File: config.mk
export PLATFORM = sky130hd
export DESIGN_NAME = usb_control_request_handler_top
export DESIGN_NICKNAME = d
export VERILOG_FILES = /design/src/hdl/usbcrh_pkg.sv /design/src/hdl/usbcrh_ctrl.sv /design/src/hdl/usbcrh_dp.sv /design/src/hdl/usb_control_request_handler_top.sv
export VERILOG_INCLUDE_DIRS = /design/src /design/src/hdl
export SDC_FILE = /design/constraint.sdc
export NUM_CORES = 1
export LEC_CHECK = 0
export BUFFER_PORTS_ARGS = -buffer_cell sky130_fd_sc_hd__buf_2
export CAP_MARGIN = 20
export CORE_MARGIN = 5
export CORE_UTILIZATION = 60
export CTS_CLUSTER_DIAMETER = 150
export CTS_CLUSTER_SIZE = 16
export DETAILED_ROUTE_END_ITERATION = 6
export PLACE_DENSITY = 0.91
export SLEW_MARGIN = 20
export SYNTH_ARGS = -nofsm -noshare
export SYNTH_HDL_FRONTEND = slang
export SYNTH_HIERARCHICAL = 1
export SYNTH_SLANG_ARGS = --single-unit
export TNS_END_PERCENT = 30
File: constraint.sdc
create_clock -name clk -period 5.5 [get_ports clk]
set_clock_uncertainty 0.1 [all_clocks]
set_input_delay 0 -clock clk [delete_from_list [all_inputs] [get_ports clk]]
set_output_delay 0 -clock clk [all_outputs]
set_load 0.01 [all_outputs]
File: src/hdl/usb_control_request_handler_top_assert.svh
// assertion macros used by the usb control request handler controller
`ifndef USB_CONTROL_REQUEST_HANDLER_TOP_ASSERT_SVH
`define USB_CONTROL_REQUEST_HANDLER_TOP_ASSERT_SVH

// same-cycle implication, checked only out of reset
`define USBCRH_ASSERT_IMP(lbl, ante, cons, msg) \
	lbl: assert property (@(posedge clk) disable iff (!arst_n) (ante) |-> (cons)) \
		else $error(msg);

// next-cycle implication, checked only out of reset
`define USBCRH_ASSERT_NXT(lbl, ante, cons, msg) \
	lbl: assert property (@(posedge clk) disable iff (!arst_n) (ante) |=> (cons)) \
		else $error(msg);

`endif

File: src/hdl/usbcrh_pkg.sv
// types, codes and constants of the usb control request handler
package usbcrh_pkg;

	localparam int DESC_SLOTS = 16;
	localparam int SLOT_W = $clog2(DESC_SLOTS);
	localparam int COUNT_W = 5;
	localparam int PADDR_W = 3;
	localparam int PDATA_W = 32;

	// transaction opcodes
	localparam logic [1:0] OP_BUS_RESET = 2'd0;
	localparam logic [1:0] OP_SETUP     = 2'd1;
	localparam logic [1:0] OP_STATUS    = 2'd2;
	localparam logic [1:0] OP_LOAD      = 2'd3;

	// standard request codes
	localparam logic [7:0] REQ_GET_STATUS        = 8'd0;
	localparam logic [7:0] REQ_SET_ADDRESS       = 8'd5;
	localparam logic [7:0] REQ_GET_DESCRIPTOR    = 8'd6;
	localparam logic [7:0] REQ_GET_CONFIGURATION = 8'd8;
	localparam logic [7:0] REQ_SET_CONFIGURATION = 8'd9;
	localparam logic [7:0] REQ_GET_INTERFACE     = 8'd10;
	localparam logic [7:0] REQ_SET_INTERFACE     = 8'd11;

	// bmRequestType values
	localparam logic [7:0] RT_DEV_OUT = 8'h00;
	localparam logic [7:0] RT_IF_OUT  = 8'h01;
	localparam logic [7:0] RT_DEV_IN  = 8'h80;
	localparam logic [7:0] RT_IF_IN   = 8'h81;
	localparam logic [7:0] RT_EP_IN   = 8'h82;

	localparam logic [15:0] MAX_ADDRESS = 16'd127;

	// configuration register indexes
	localparam logic REG_DESC_COUNT = 1'b0;
	localparam logic REG_MAX_CONFIG = 1'b1;

	typedef struct packed {
		logic [1:0]  opcode;
		logic [7:0]  request_type;
		logic [7:0]  request_code;
		logic [15:0] value;
		logic [15:0] index;
		logic [15:0] length;
		logic [3:0]  table_slot;
	} in_item_t;

	typedef struct packed {
		logic        stall_res;
		logic [15:0] reply_length;
		logic [7:0]  reply_byte;
		logic        descriptor_hit;
		logic [3:0]  descriptor_slot;
		logic        address_apply;
		logic [6:0]  device_address;
	} out_item_t;

	typedef struct packed {
		logic capture;
		logic advance;
		logic fin_decode;
		logic fin_hit;
		logic fin_miss;
	} cmd_t;

	typedef struct packed {
		logic search_req;
		logic match;
		logic last;
	} sts_t;

endpackage

File: src/hdl/usbcrh_ctrl.sv
// controller state machine: capture, decode and descriptor search sequencing
`include "usb_control_request_handler_top_assert.svh"

module usbcrh_ctrl (
	input  logic               clk,
	input  logic               arst_n,
	input  logic               start,
	output logic               busy,
	input  usbcrh_pkg::sts_t   sts,
	output usbcrh_pkg::cmd_t   cmd
);
	import usbcrh_pkg::*;

	localparam logic [1:0] S_IDLE   = 2'd0;
	localparam logic [1:0] S_DECODE = 2'd1;
	localparam logic [1:0] S_SEARCH = 2'd2;

	logic [1:0] state_q;
	logic [1:0] state_d;

	always_comb begin
		cmd = '0;
		state_d = state_q;
		case (state_q)
			S_IDLE: begin
				if (start) begin
					cmd.capture = 1'b1;
					state_d = S_DECODE;
				end
			end
			S_DECODE: begin
				if (sts.search_req) begin
					state_d = S_SEARCH;
				end else begin
					cmd.fin_decode = 1'b1;
					state_d = S_IDLE;
				end
			end
			S_SEARCH: begin
				if (sts.match) begin
					cmd.fin_hit = 1'b1;
					state_d = S_IDLE;
				end else if (sts.last) begin
					cmd.fin_miss = 1'b1;
					state_d = S_IDLE;
				end else begin
					cmd.advance = 1'b1;
				end
			end
			default: begin
				state_d = S_IDLE;
			end
		endcase
	end

	always_ff @(posedge clk or negedge arst_n) begin
		if (!arst_n) begin
			state_q <= S_IDLE;
		end else begin
			state_q <= state_d;
		end
	end

	assign busy = (state_q != S_IDLE);

	`USBCRH_ASSERT_NXT(a_capture_decode, cmd.capture, state_q == S_DECODE,
		"capture not followed by decode")
	`USBCRH_ASSERT_IMP(a_search_finish, cmd.fin_hit || cmd.fin_miss, state_q == S_SEARCH,
		"search result outside search")
	`USBCRH_ASSERT_IMP(a_search_entry, state_q == S_SEARCH,
		$past(state_q) == S_DECODE || $past(state_q) == S_SEARCH,
		"search entered without decode")
	`USBCRH_ASSERT_NXT(a_decode_exit, state_q == S_DECODE,
		state_q == S_IDLE || state_q == S_SEARCH,
		"decode did not finish or search")

endmodule

File: src/hdl/usbcrh_dp.sv
// datapath: request register, device state, descriptor table and result register
module usbcrh_dp (
	input  logic                  clk,
	input  logic                  arst_n,
	input  usbcrh_pkg::in_item_t  req,
	input  logic [4:0]            desc_count,
	input  logic [7:0]            max_config,
	input  usbcrh_pkg::cmd_t      cmd,
	output usbcrh_pkg::sts_t      sts,
	output logic                  done,
	output usbcrh_pkg::out_item_t rsp
);
	import usbcrh_pkg::*;

	in_item_t  req_q;
	out_item_t rsp_q;
	out_item_t rsp_d;
	logic      done_q;

	logic [7:0] cur_cfg_q;
	logic       pend_q;
	logic [6:0] pend_addr_q;

	logic [31:0]       mem [DESC_SLOTS];
	logic [31:0]       rdata_q;
	logic [SLOT_W-1:0] slot_q;
	logic [SLOT_W-1:0] rd_addr;
	logic [COUNT_W-1:0] slot_n;
	logic [COUNT_W-1:0] next_pos;

	logic        std_req;
	logic        dec_ok;
	logic [15:0] dec_len;
	logic [7:0]  dec_byte;
	logic        set_addr;
	logic        set_cfg;
	logic [15:0] hit_len;
	logic        finish;

	assign finish = cmd.fin_decode || cmd.fin_hit || cmd.fin_miss;

	always_ff @(posedge clk) begin
		if (cmd.capture) begin
			req_q <= req;
		end
	end

	// searched entries: count saturates at the table depth
	assign slot_n = (desc_count > COUNT_W'(DESC_SLOTS)) ? COUNT_W'(DESC_SLOTS) : desc_count;
	assign next_pos = COUNT_W'(slot_q) + COUNT_W'(1);
	assign std_req = (req_q.request_type[6:5] == 2'b00);

	// read address runs one ahead so each search cycle sees its own entry
	assign rd_addr = cmd.advance ? (slot_q + SLOT_W'(1)) : slot_q;

	always_ff @(posedge clk) begin
		if (cmd.fin_decode && req_q.opcode == OP_LOAD) begin
			mem[req_q.table_slot] <= {req_q.value, req_q.length};
		end
		rdata_q <= mem[rd_addr];
	end

	always_ff @(posedge clk or negedge arst_n) begin
		if (!arst_n) begin
			slot_q <= '0;
		end else if (cmd.capture) begin
			slot_q <= '0;
		end else if (cmd.advance) begin
			slot_q <= slot_q + SLOT_W'(1);
		end
	end

	assign sts.search_req = (req_q.opcode == OP_SETUP) && std_req
		&& (req_q.request_code == REQ_GET_DESCRIPTOR)
		&& (req_q.request_type == RT_DEV_IN) && (slot_n != '0);
	assign sts.match = (rdata_q[31:16] == req_q.value);
	assign sts.last = (next_pos >= slot_n);

	assign hit_len = (req_q.length < rdata_q[15:0]) ? req_q.length : rdata_q[15:0];

	always_comb begin
		dec_ok = 1'b0;
		dec_len = '0;
		dec_byte = '0;
		set_addr = 1'b0;
		set_cfg = 1'b0;
		case (req_q.request_code)
			REQ_GET_STATUS: begin
				dec_ok = (req_q.value == '0) && (req_q.length == 16'd2)
					&& (req_q.request_type == RT_DEV_IN || req_q.request_type == RT_IF_IN
					|| req_q.request_type == RT_EP_IN);
				dec_len = 16'd2;
			end
			REQ_SET_ADDRESS: begin
				dec_ok = (req_q.request_type == RT_DEV_OUT) && (req_q.index == '0)
					&& (req_q.length == '0) && (req_q.value <= MAX_ADDRESS);
				set_addr = dec_ok;
			end
			REQ_GET_CONFIGURATION: begin
				dec_ok = (req_q.request_type == RT_DEV_IN) && (req_q.value == '0)
					&& (req_q.index == '0) && (req_q.length == 16'd1);
				dec_len = 16'd1;
				dec_byte = cur_cfg_q;
			end
			REQ_SET_CONFIGURATION: begin
				// same value is accepted without the range check
				if ((req_q.request_type == RT_DEV_OUT) && (req_q.index == '0)
					&& (req_q.length == '0)) begin
					if (req_q.value == {8'd0, cur_cfg_q}) begin
						dec_ok = 1'b1;
					end else if (req_q.value <= {8'd0, max_config}) begin
						dec_ok = 1'b1;
						set_cfg = 1'b1;
					end
				end
			end
			REQ_GET_INTERFACE: begin
				dec_ok = (req_q.request_type == RT_IF_IN) && (req_q.value == '0)
					&& (req_q.length == 16'd1);
				dec_len = 16'd1;
			end
			REQ_SET_INTERFACE: begin
				dec_ok = (req_q.request_type == RT_IF_OUT) && (req_q.length == '0)
					&& (req_q.value == '0);
			end
			default: begin
				dec_ok = 1'b0;
			end
		endcase
		if (!std_req) begin
			dec_ok = 1'b0;
			set_addr = 1'b0;
			set_cfg = 1'b0;
		end
		if (!dec_ok) begin
			dec_len = '0;
			dec_byte = '0;
		end
	end

	always_comb begin
		rsp_d = '0;
		if (cmd.fin_hit) begin
			rsp_d.reply_length = hit_len;
			rsp_d.descriptor_hit = 1'b1;
			rsp_d.descriptor_slot = slot_q;
		end else if (cmd.fin_miss) begin
			rsp_d.stall_res = 1'b1;
		end else begin
			case (req_q.opcode)
				OP_SETUP: begin
					rsp_d.stall_res = !dec_ok;
					rsp_d.reply_length = dec_len;
					rsp_d.reply_byte = dec_byte;
				end
				OP_STATUS: begin
					rsp_d.address_apply = pend_q;
					rsp_d.device_address = pend_q ? pend_addr_q : 7'd0;
				end
				default: begin
					rsp_d = '0;
				end
			endcase
		end
	end

	always_ff @(posedge clk or negedge arst_n) begin
		if (!arst_n) begin
			cur_cfg_q <= '0;
			pend_q <= 1'b0;
			pend_addr_q <= '0;
			done_q <= 1'b0;
		end else begin
			done_q <= finish;
			if (cmd.fin_hit || cmd.fin_miss) begin
				pend_q <= 1'b0;
			end else if (cmd.fin_decode) begin
				case (req_q.opcode)
					OP_BUS_RESET: begin
						cur_cfg_q <= '0;
						pend_q <= 1'b0;
						pend_addr_q <= '0;
					end
					OP_SETUP: begin
						// any setup transaction drops a pending address
						pend_q <= set_addr;
						if (set_addr) begin
							pend_addr_q <= req_q.value[6:0];
						end
						if (set_cfg) begin
							cur_cfg_q <= req_q.value[7:0];
						end
					end
					OP_STATUS: begin
						pend_q <= 1'b0;
					end
					default: begin
						pend_q <= pend_q;
					end
				endcase
			end
		end
	end

	always_ff @(posedge clk) begin
		if (finish) begin
			rsp_q <= rsp_d;
		end
	end

	assign done = done_q;
	assign rsp = rsp_q;

endmodule

File: src/hdl/usb_control_request_handler_top.sv
// usb endpoint-0 standard request handler: top level with register port
// a request is captured, then decoded, then its result and done strobe are registered; a descriptor
//   lookup searches the table in between, one slot per cycle through a single read port
// a new transaction is taken only while idle, once the previous one has finished
// reset: arst_n clears state, configuration and address; the table is not cleared
// the receiver cannot stall: done is high for a single cycle per result
module usb_control_request_handler_top (
	input  logic                              clk,
	input  logic                              arst_n,
	input  logic                              start,
	output logic                              busy,
	input  usbcrh_pkg::in_item_t              req,
	output logic                              done,
	output usbcrh_pkg::out_item_t             rsp,
	input  logic                              psel,
	input  logic                              penable,
	input  logic                              pwrite,
	input  logic [usbcrh_pkg::PADDR_W-1:0]    paddr,
	input  logic [usbcrh_pkg::PDATA_W-1:0]    pwdata,
	output logic [usbcrh_pkg::PDATA_W-1:0]    prdata,
	output logic                              pready
);
	import usbcrh_pkg::*;

	logic [COUNT_W-1:0] desc_count_q;
	logic [7:0]         max_config_q;
	logic               reg_wr;
	cmd_t               cmd;
	sts_t               sts;

	assign pready = 1'b1;
	assign reg_wr = psel && penable && pwrite && pready;

	always_ff @(posedge clk or negedge arst_n) begin
		if (!arst_n) begin
			desc_count_q <= '0;
			max_config_q <= 8'd1;
		end else if (reg_wr) begin
			if (paddr[2] == REG_DESC_COUNT) begin
				desc_count_q <= pwdata[COUNT_W-1:0];
			end else begin
				max_config_q <= pwdata[7:0];
			end
		end
	end

	assign prdata = (paddr[2] == REG_MAX_CONFIG) ? {24'd0, max_config_q}
		: {{(PDATA_W-COUNT_W){1'b0}}, desc_count_q};

	usbcrh_ctrl u_ctrl (
		.clk    (clk),
		.arst_n (arst_n),
		.start  (start),
		.busy   (busy),
		.sts    (sts),
		.cmd    (cmd)
	);

	usbcrh_dp u_dp (
		.clk        (clk),
		.arst_n     (arst_n),
		.req        (req),
		.desc_count (desc_count_q),
		.max_config (max_config_q),
		.cmd        (cmd),
		.sts        (sts),
		.done       (done),
		.rsp        (rsp)
	);

endmodule

Word-level counts from Yosys, hierarchy flattened:

Memories as Yosys holds them, arrays and structs flattened. A register that Yosys moved wholly into a read port is not among the register bits.
Cells that the tools add are included.

* bits in registers: 144
* RAM bits: 512
* input port bits: 111
* output and inout port bits: 73
* memories: 1

Memories
* u_dp.mem: depth 16, bits a word 32, rd ports 1, clocked after memory_dff 1, wr ports 1, RTL line usbcrh_dp.sv:24 `logic [31:0] mem [DESC_SLOTS];`

* add/sub/neg operators: 2
* order comparisons: 5
* equal/unequal tests: 23
* multiplexer cells: 52
* bitwise operators: 7
* reduce and logical (&&, ||, !) cells: 49

Operator list (number)
* zero test 16 bit: 3
* two-way mux 8 bit: 5
* two-way mux 37 bit: 1
* == test 8 x 4 -> 1 bit (second input constant): 4
* two-way mux 16 bit: 2
* two-way mux 1 bit: 25
* two-way mux 25 bit: 1
* == test 8 bit (second input constant): 3
* logical AND 1 bit: 19
* == test 16 x 1 -> 1 bit (second input constant): 1
* == test 16 bit: 1
* == test 16 x 2 -> 1 bit (second input constant): 1
* == test 16 x 8 -> 1 bit: 1
* == test 8 x 3 -> 1 bit (second input constant): 2
* <= comparator 16 x 7 -> 1 bit (second input constant): 1
* <= comparator 16 x 8 -> 1 bit: 1
* zero test 8 bit: 2
* less-than comparator 16 bit: 1
* one-hot mux 8 bit (2 select lines): 1
* two-way mux 7 bit: 2
* one-hot mux 7 bit (2 select lines): 1
* two-way mux 2 bit: 6
* two-way mux 4 bit: 3
* == test 8 x 1 -> 1 bit (second input constant): 1
* other kinds (27): 50

Depth between registers and ports, before layout:

* word-level depth: 10
* depth in mapped cells: 18

Modules after synthesis:

Netlist, hierarchy kept.

Modules (own cells, without submodules)
* usbcrh_dp: instances 1, cells each 1983, area an instance 26704.4 um^2
* usb_control_request_handler_top: instances 1, cells each 64, area an instance 803.3 um^2
* usbcrh_ctrl: instances 1, cells each 12, area an instance 118.9 um^2

Worst setup path before layout:

Ideal clock, no wire load.

* path kind: reg2reg
* start point: register u_dp/req_q[68] (netlist bit)
* end point: memory u_dp.mem[0][0] (enable)
* setup time: 0.461 ns
* data arrival time: 4.062 ns
* required time: 4.939 ns
* setup slack: 0.877 ns
* stages on the path, launching flop included: 9
* buffers on the path: 1
* period minus slack after synthesis: 4.623 ns
* cells stage by stage: edfxtp_1 nor2b_1 clkbuf_1 nand4b_1 a211oi_1 nor3b_1 nand3_1 or3_1 nor3_1

RTL lines
* start, declared: RTL line usbcrh_dp.sv:15 `in_item_t req_q;`
* start signal, assigned: RTL line usbcrh_dp.sv:44 `req_q <= req;`
* end, declared: RTL line usbcrh_dp.sv:24

==> out/metrics.yaml <==
synth:
  ys_types: 59
  avgSynthCellArea_um2: 13.4
  yosys_most_used_dff: "edfxtp_1"
  ys_seq_elements: 688
  syn-cell-area_um2: 27600
  synthCells: 2059
  ys_seq_area_share_pct: 73.0
  ys.warnings.count: 6
  yosys-top-cells-area: "edfxtp_1 67%, nand2_1 7.3%, dfrtp_1 3.2%"
  synth_edf_count: 620
  async_reset_ff_share_pct: 5.23
  yosysTopAreaCellShare_pct: 67.4
  yosysTopAreaCell: "edfxtp_1"
sta:
  period_minus_slack_ns: 4.86
  report.final.setup_viol: 0
  clock.fmax_ghz: 0.206
  fin_tns_setup_ns: 0
  worst_pin_slew_ns: 1.22
  min_period_over_period_pct: 88.3
  slew_headroom_pct: 17.8
  drv_slew: 0
  hold_slack_ns: 0.0193
  finalHoldViolations: 0
  rsz0062_at_grt: "false"
global_routing:
  grt_pass1_vias: 19600
  grt-ovfl-total: 0
  grt_pass1_wl_um: 112000
  grt_max_degree: 130
  gr-usage-all-layers_pct: 28.9
  antenna_found_initial: 0
place:
  placed_cell_area_um2: 29200
  io_buffers: 132
  dp_hpwl_um: 38700
  gp_congestion: 0.871
pwr:
  seqPwrFrac_pct: 60.9
  p_sw_uw: 2030
  power_density_nw_per_um2: 307
  sw_frac_of_total_pct: 21.0
  clockPowerShare_pct: 34.7
  peakVddDrop_v: 0.000402
  p_comb_share_pct: 4.4
  leakage_uw: 0.0114
  internal-power_uw: 7630
worst_hold_path:
  holdCritPathClass: "in2reg"
clock_network:
  cts_buffers: 48
  path_clk_slew_ns: 0.08
  clk-insertion-delay-late_ns: 0.59
  cts_tree: "built"
  numClockSinks: 688
  cts_buffer_depth: 3
  cts_resized: 0
  clockRootBuffer: "clkbuf_16"
  h-tree-depth: 2
status:
  outcome: "finished, final reports clean"
layout:
  syn2layout_area_growth_pct: 14.0
  drive_above_1_share_pct: 12.9
  mostFrequentLayoutCell: "edfxtp_1"
  finalInstanceArea_um2: 31500
  n_antenna_cell: 0
  layout_common_cells: "620 x edfxtp_1, 536 x nand2_1, 136 x nand3_1, 132 x buf_2, 96 x a311oi_1"
  fin_nets: 2406
worst_setup_path:
  critPathArrivalTime_ns: 5.23
  cp.required_ns: 5.87
  crit_fanout: 64
  cp-start-kind: "register"
  cp-end-kind: "register"
  crit_type: "reg2reg"
drt:
  vias_per_cell: 6.60
  wl_met2_um: 36800
  wl_per_cell_um: 25.7
  routed.top_layer: "met4"
  met3WireLength_um: 9550
  drcViolationCount: 0
  wl_um: 74600
  drt-met1-wl_um: 23700
  num_vias: 19100
  drtPass1Iterations: 6
  postRouteAntennaNets: 0
  drtIter0Drc: 3231
die:
  rows: 78
  pin_count: 184
  die_h_um: 225
  start_util_pct: 60.7
  core_area_um2: 45500
  die_w_um: 225
  fp.dieArea_um2: 50400
flow_run:
  maxCapViolations: 0
[per-layer routing]
layer | vias up | GRT usage, %
met4 | 0 | 14.6
met5 | - | 0
met1 | 9194 | 36.6
met3 | 356 | 5.13
met2 | 1669 | 48.6
li1 | 7930 | -
[cells by family after synthesis]
| logic type | after synthesis | synth area share, % |
|---|---|---|
| DFF | 688 | 73.0 |
| adders and majority gates | 29 | 1.31 |
| buffers and inverters | 176 | 2.80 |
| and+or+nand+nor | 883 | 14.6 |
| muxes | 43 | 1.65 |
| other | 2 | 0.0272 |
| xor gates and xnor gates | 30 | 0.951 |
| AOI/OAI and AO/OA | 208 | 5.67 |
[cells in the mapped netlist, types with 3 or more instances]
cell      number
ha_1          29
nand4_1       12
o21ai_0        7
inv_1         36
a311oi_1      96
dfrtp_1       35
or2_2          3
and2_2         3
buf_1         14
nor3_1        13
nand3_1      136
nand2_1      536
buf_4         25
edfxtp_1     620
a21oi_1       41
nor4_1        13
mux2_2        21
buf_2          9
dfxtp_1       32
and3_1        65
xor2_1         3
mux2i_1       22
xnor2_1       27
and4b_1        9
clkbuf_1      91
nor2_1        33
a31oi_1       35
and2_1        13
a22o_1         9
nand2b_1       8
a21o_1         7
nor2b_1       20
[per-stage QoR]
step           cells  util (%)  power (µW)  worst slack (ns)
2_1_floorplan   2082         -        6150             0.877
3_3_place_gp    2726      64.3        6280              1.19
3_5_place_dp    2726      64.3        6310              1.02
4_1_cts         2901      69.2        9590             0.933
5_1_grt         2901      69.2        9900             0.452
6_report        2901      69.2        9670             0.643
[state kept, by name, indices dropped and copies added, names as in the netlist]
register,cells
u_ctrl/state_q,2
u_dp/rsp,38
desc_count_q,5
u_dp/mem,512
u_dp/pend_q,1
u_dp/rdata_q,32
u_dp/cur_cfg_q,8
u_dp/done,1
max_config_q,8
u_dp/req_q,70
u_dp/pend_addr_q,7
u_dp/slot_q,4
[area by class of cell]
class	instances	area [µm²]
fillers	2609	14000
multi-input cells	1218	6980
clock buffers	85	1360
repair buffers	274	2100
flip-flops and latches	688	20200
well taps	600	751
inverters	36	135
[power by group through the flow]
stage / Combinational (µW) / Clock [µW] / Sequential (µW)
after floorplan: 180 / 0 / 5970
after global placement: 305 / 0 / 5970
after detailed placement: 329 / 0 / 5980
after CTS: 393 / 3320 / 5870
after global routing: 447 / 3570 / 5890
final: 425 / 3360 / 5880
[final timing paths]
kind	from	to	slack [ns]	depth (start not counted)
worst max-delay path	u_dp/slot_q[0]	u_dp/rdata_q[9]	0.64	16
max in group asynchronous	arst_n	u_dp/slot_q[1]	4.70	2
worst min-delay path	req[24]	u_dp/req_q[24]	0.02	2
worst max register to register	u_dp/slot_q[0]	u_dp/rdata_q[9]	0.64	16
min in group asynchronous	arst_n	u_dp/cur_cfg_q[4]	0.03	2
worst min register to register	u_dp/pend_addr_q[6]	u_dp/pend_addr_q[6]	0.42	2
[critical path: stages (launching register included)]
cell and delay, ns:
dfrtp_1 0.66, ha_1 0.38, ha_1 0.31, a21o_1 0.17, a21oi_1 0.18, nor2b_1 0.08, o21ai_0 0.22, nand2b_1 0.14
nor4b_2 0.24, buf_4 0.26, xor2_4 0.61, buf_12 0.35, nand2_1 0.08, and3_1 0.18, a311oi_1 0.35, a31oi_1 0.11
a21oi_1 0.26
[repair_timing]
action / in CTS / in global routing
endpoints found under the hold margin: 120 / 0
setup buffers: 0 / 0
hold buffers: 90 / 0
No activity file was read; power rests on OpenSTA's default activity.
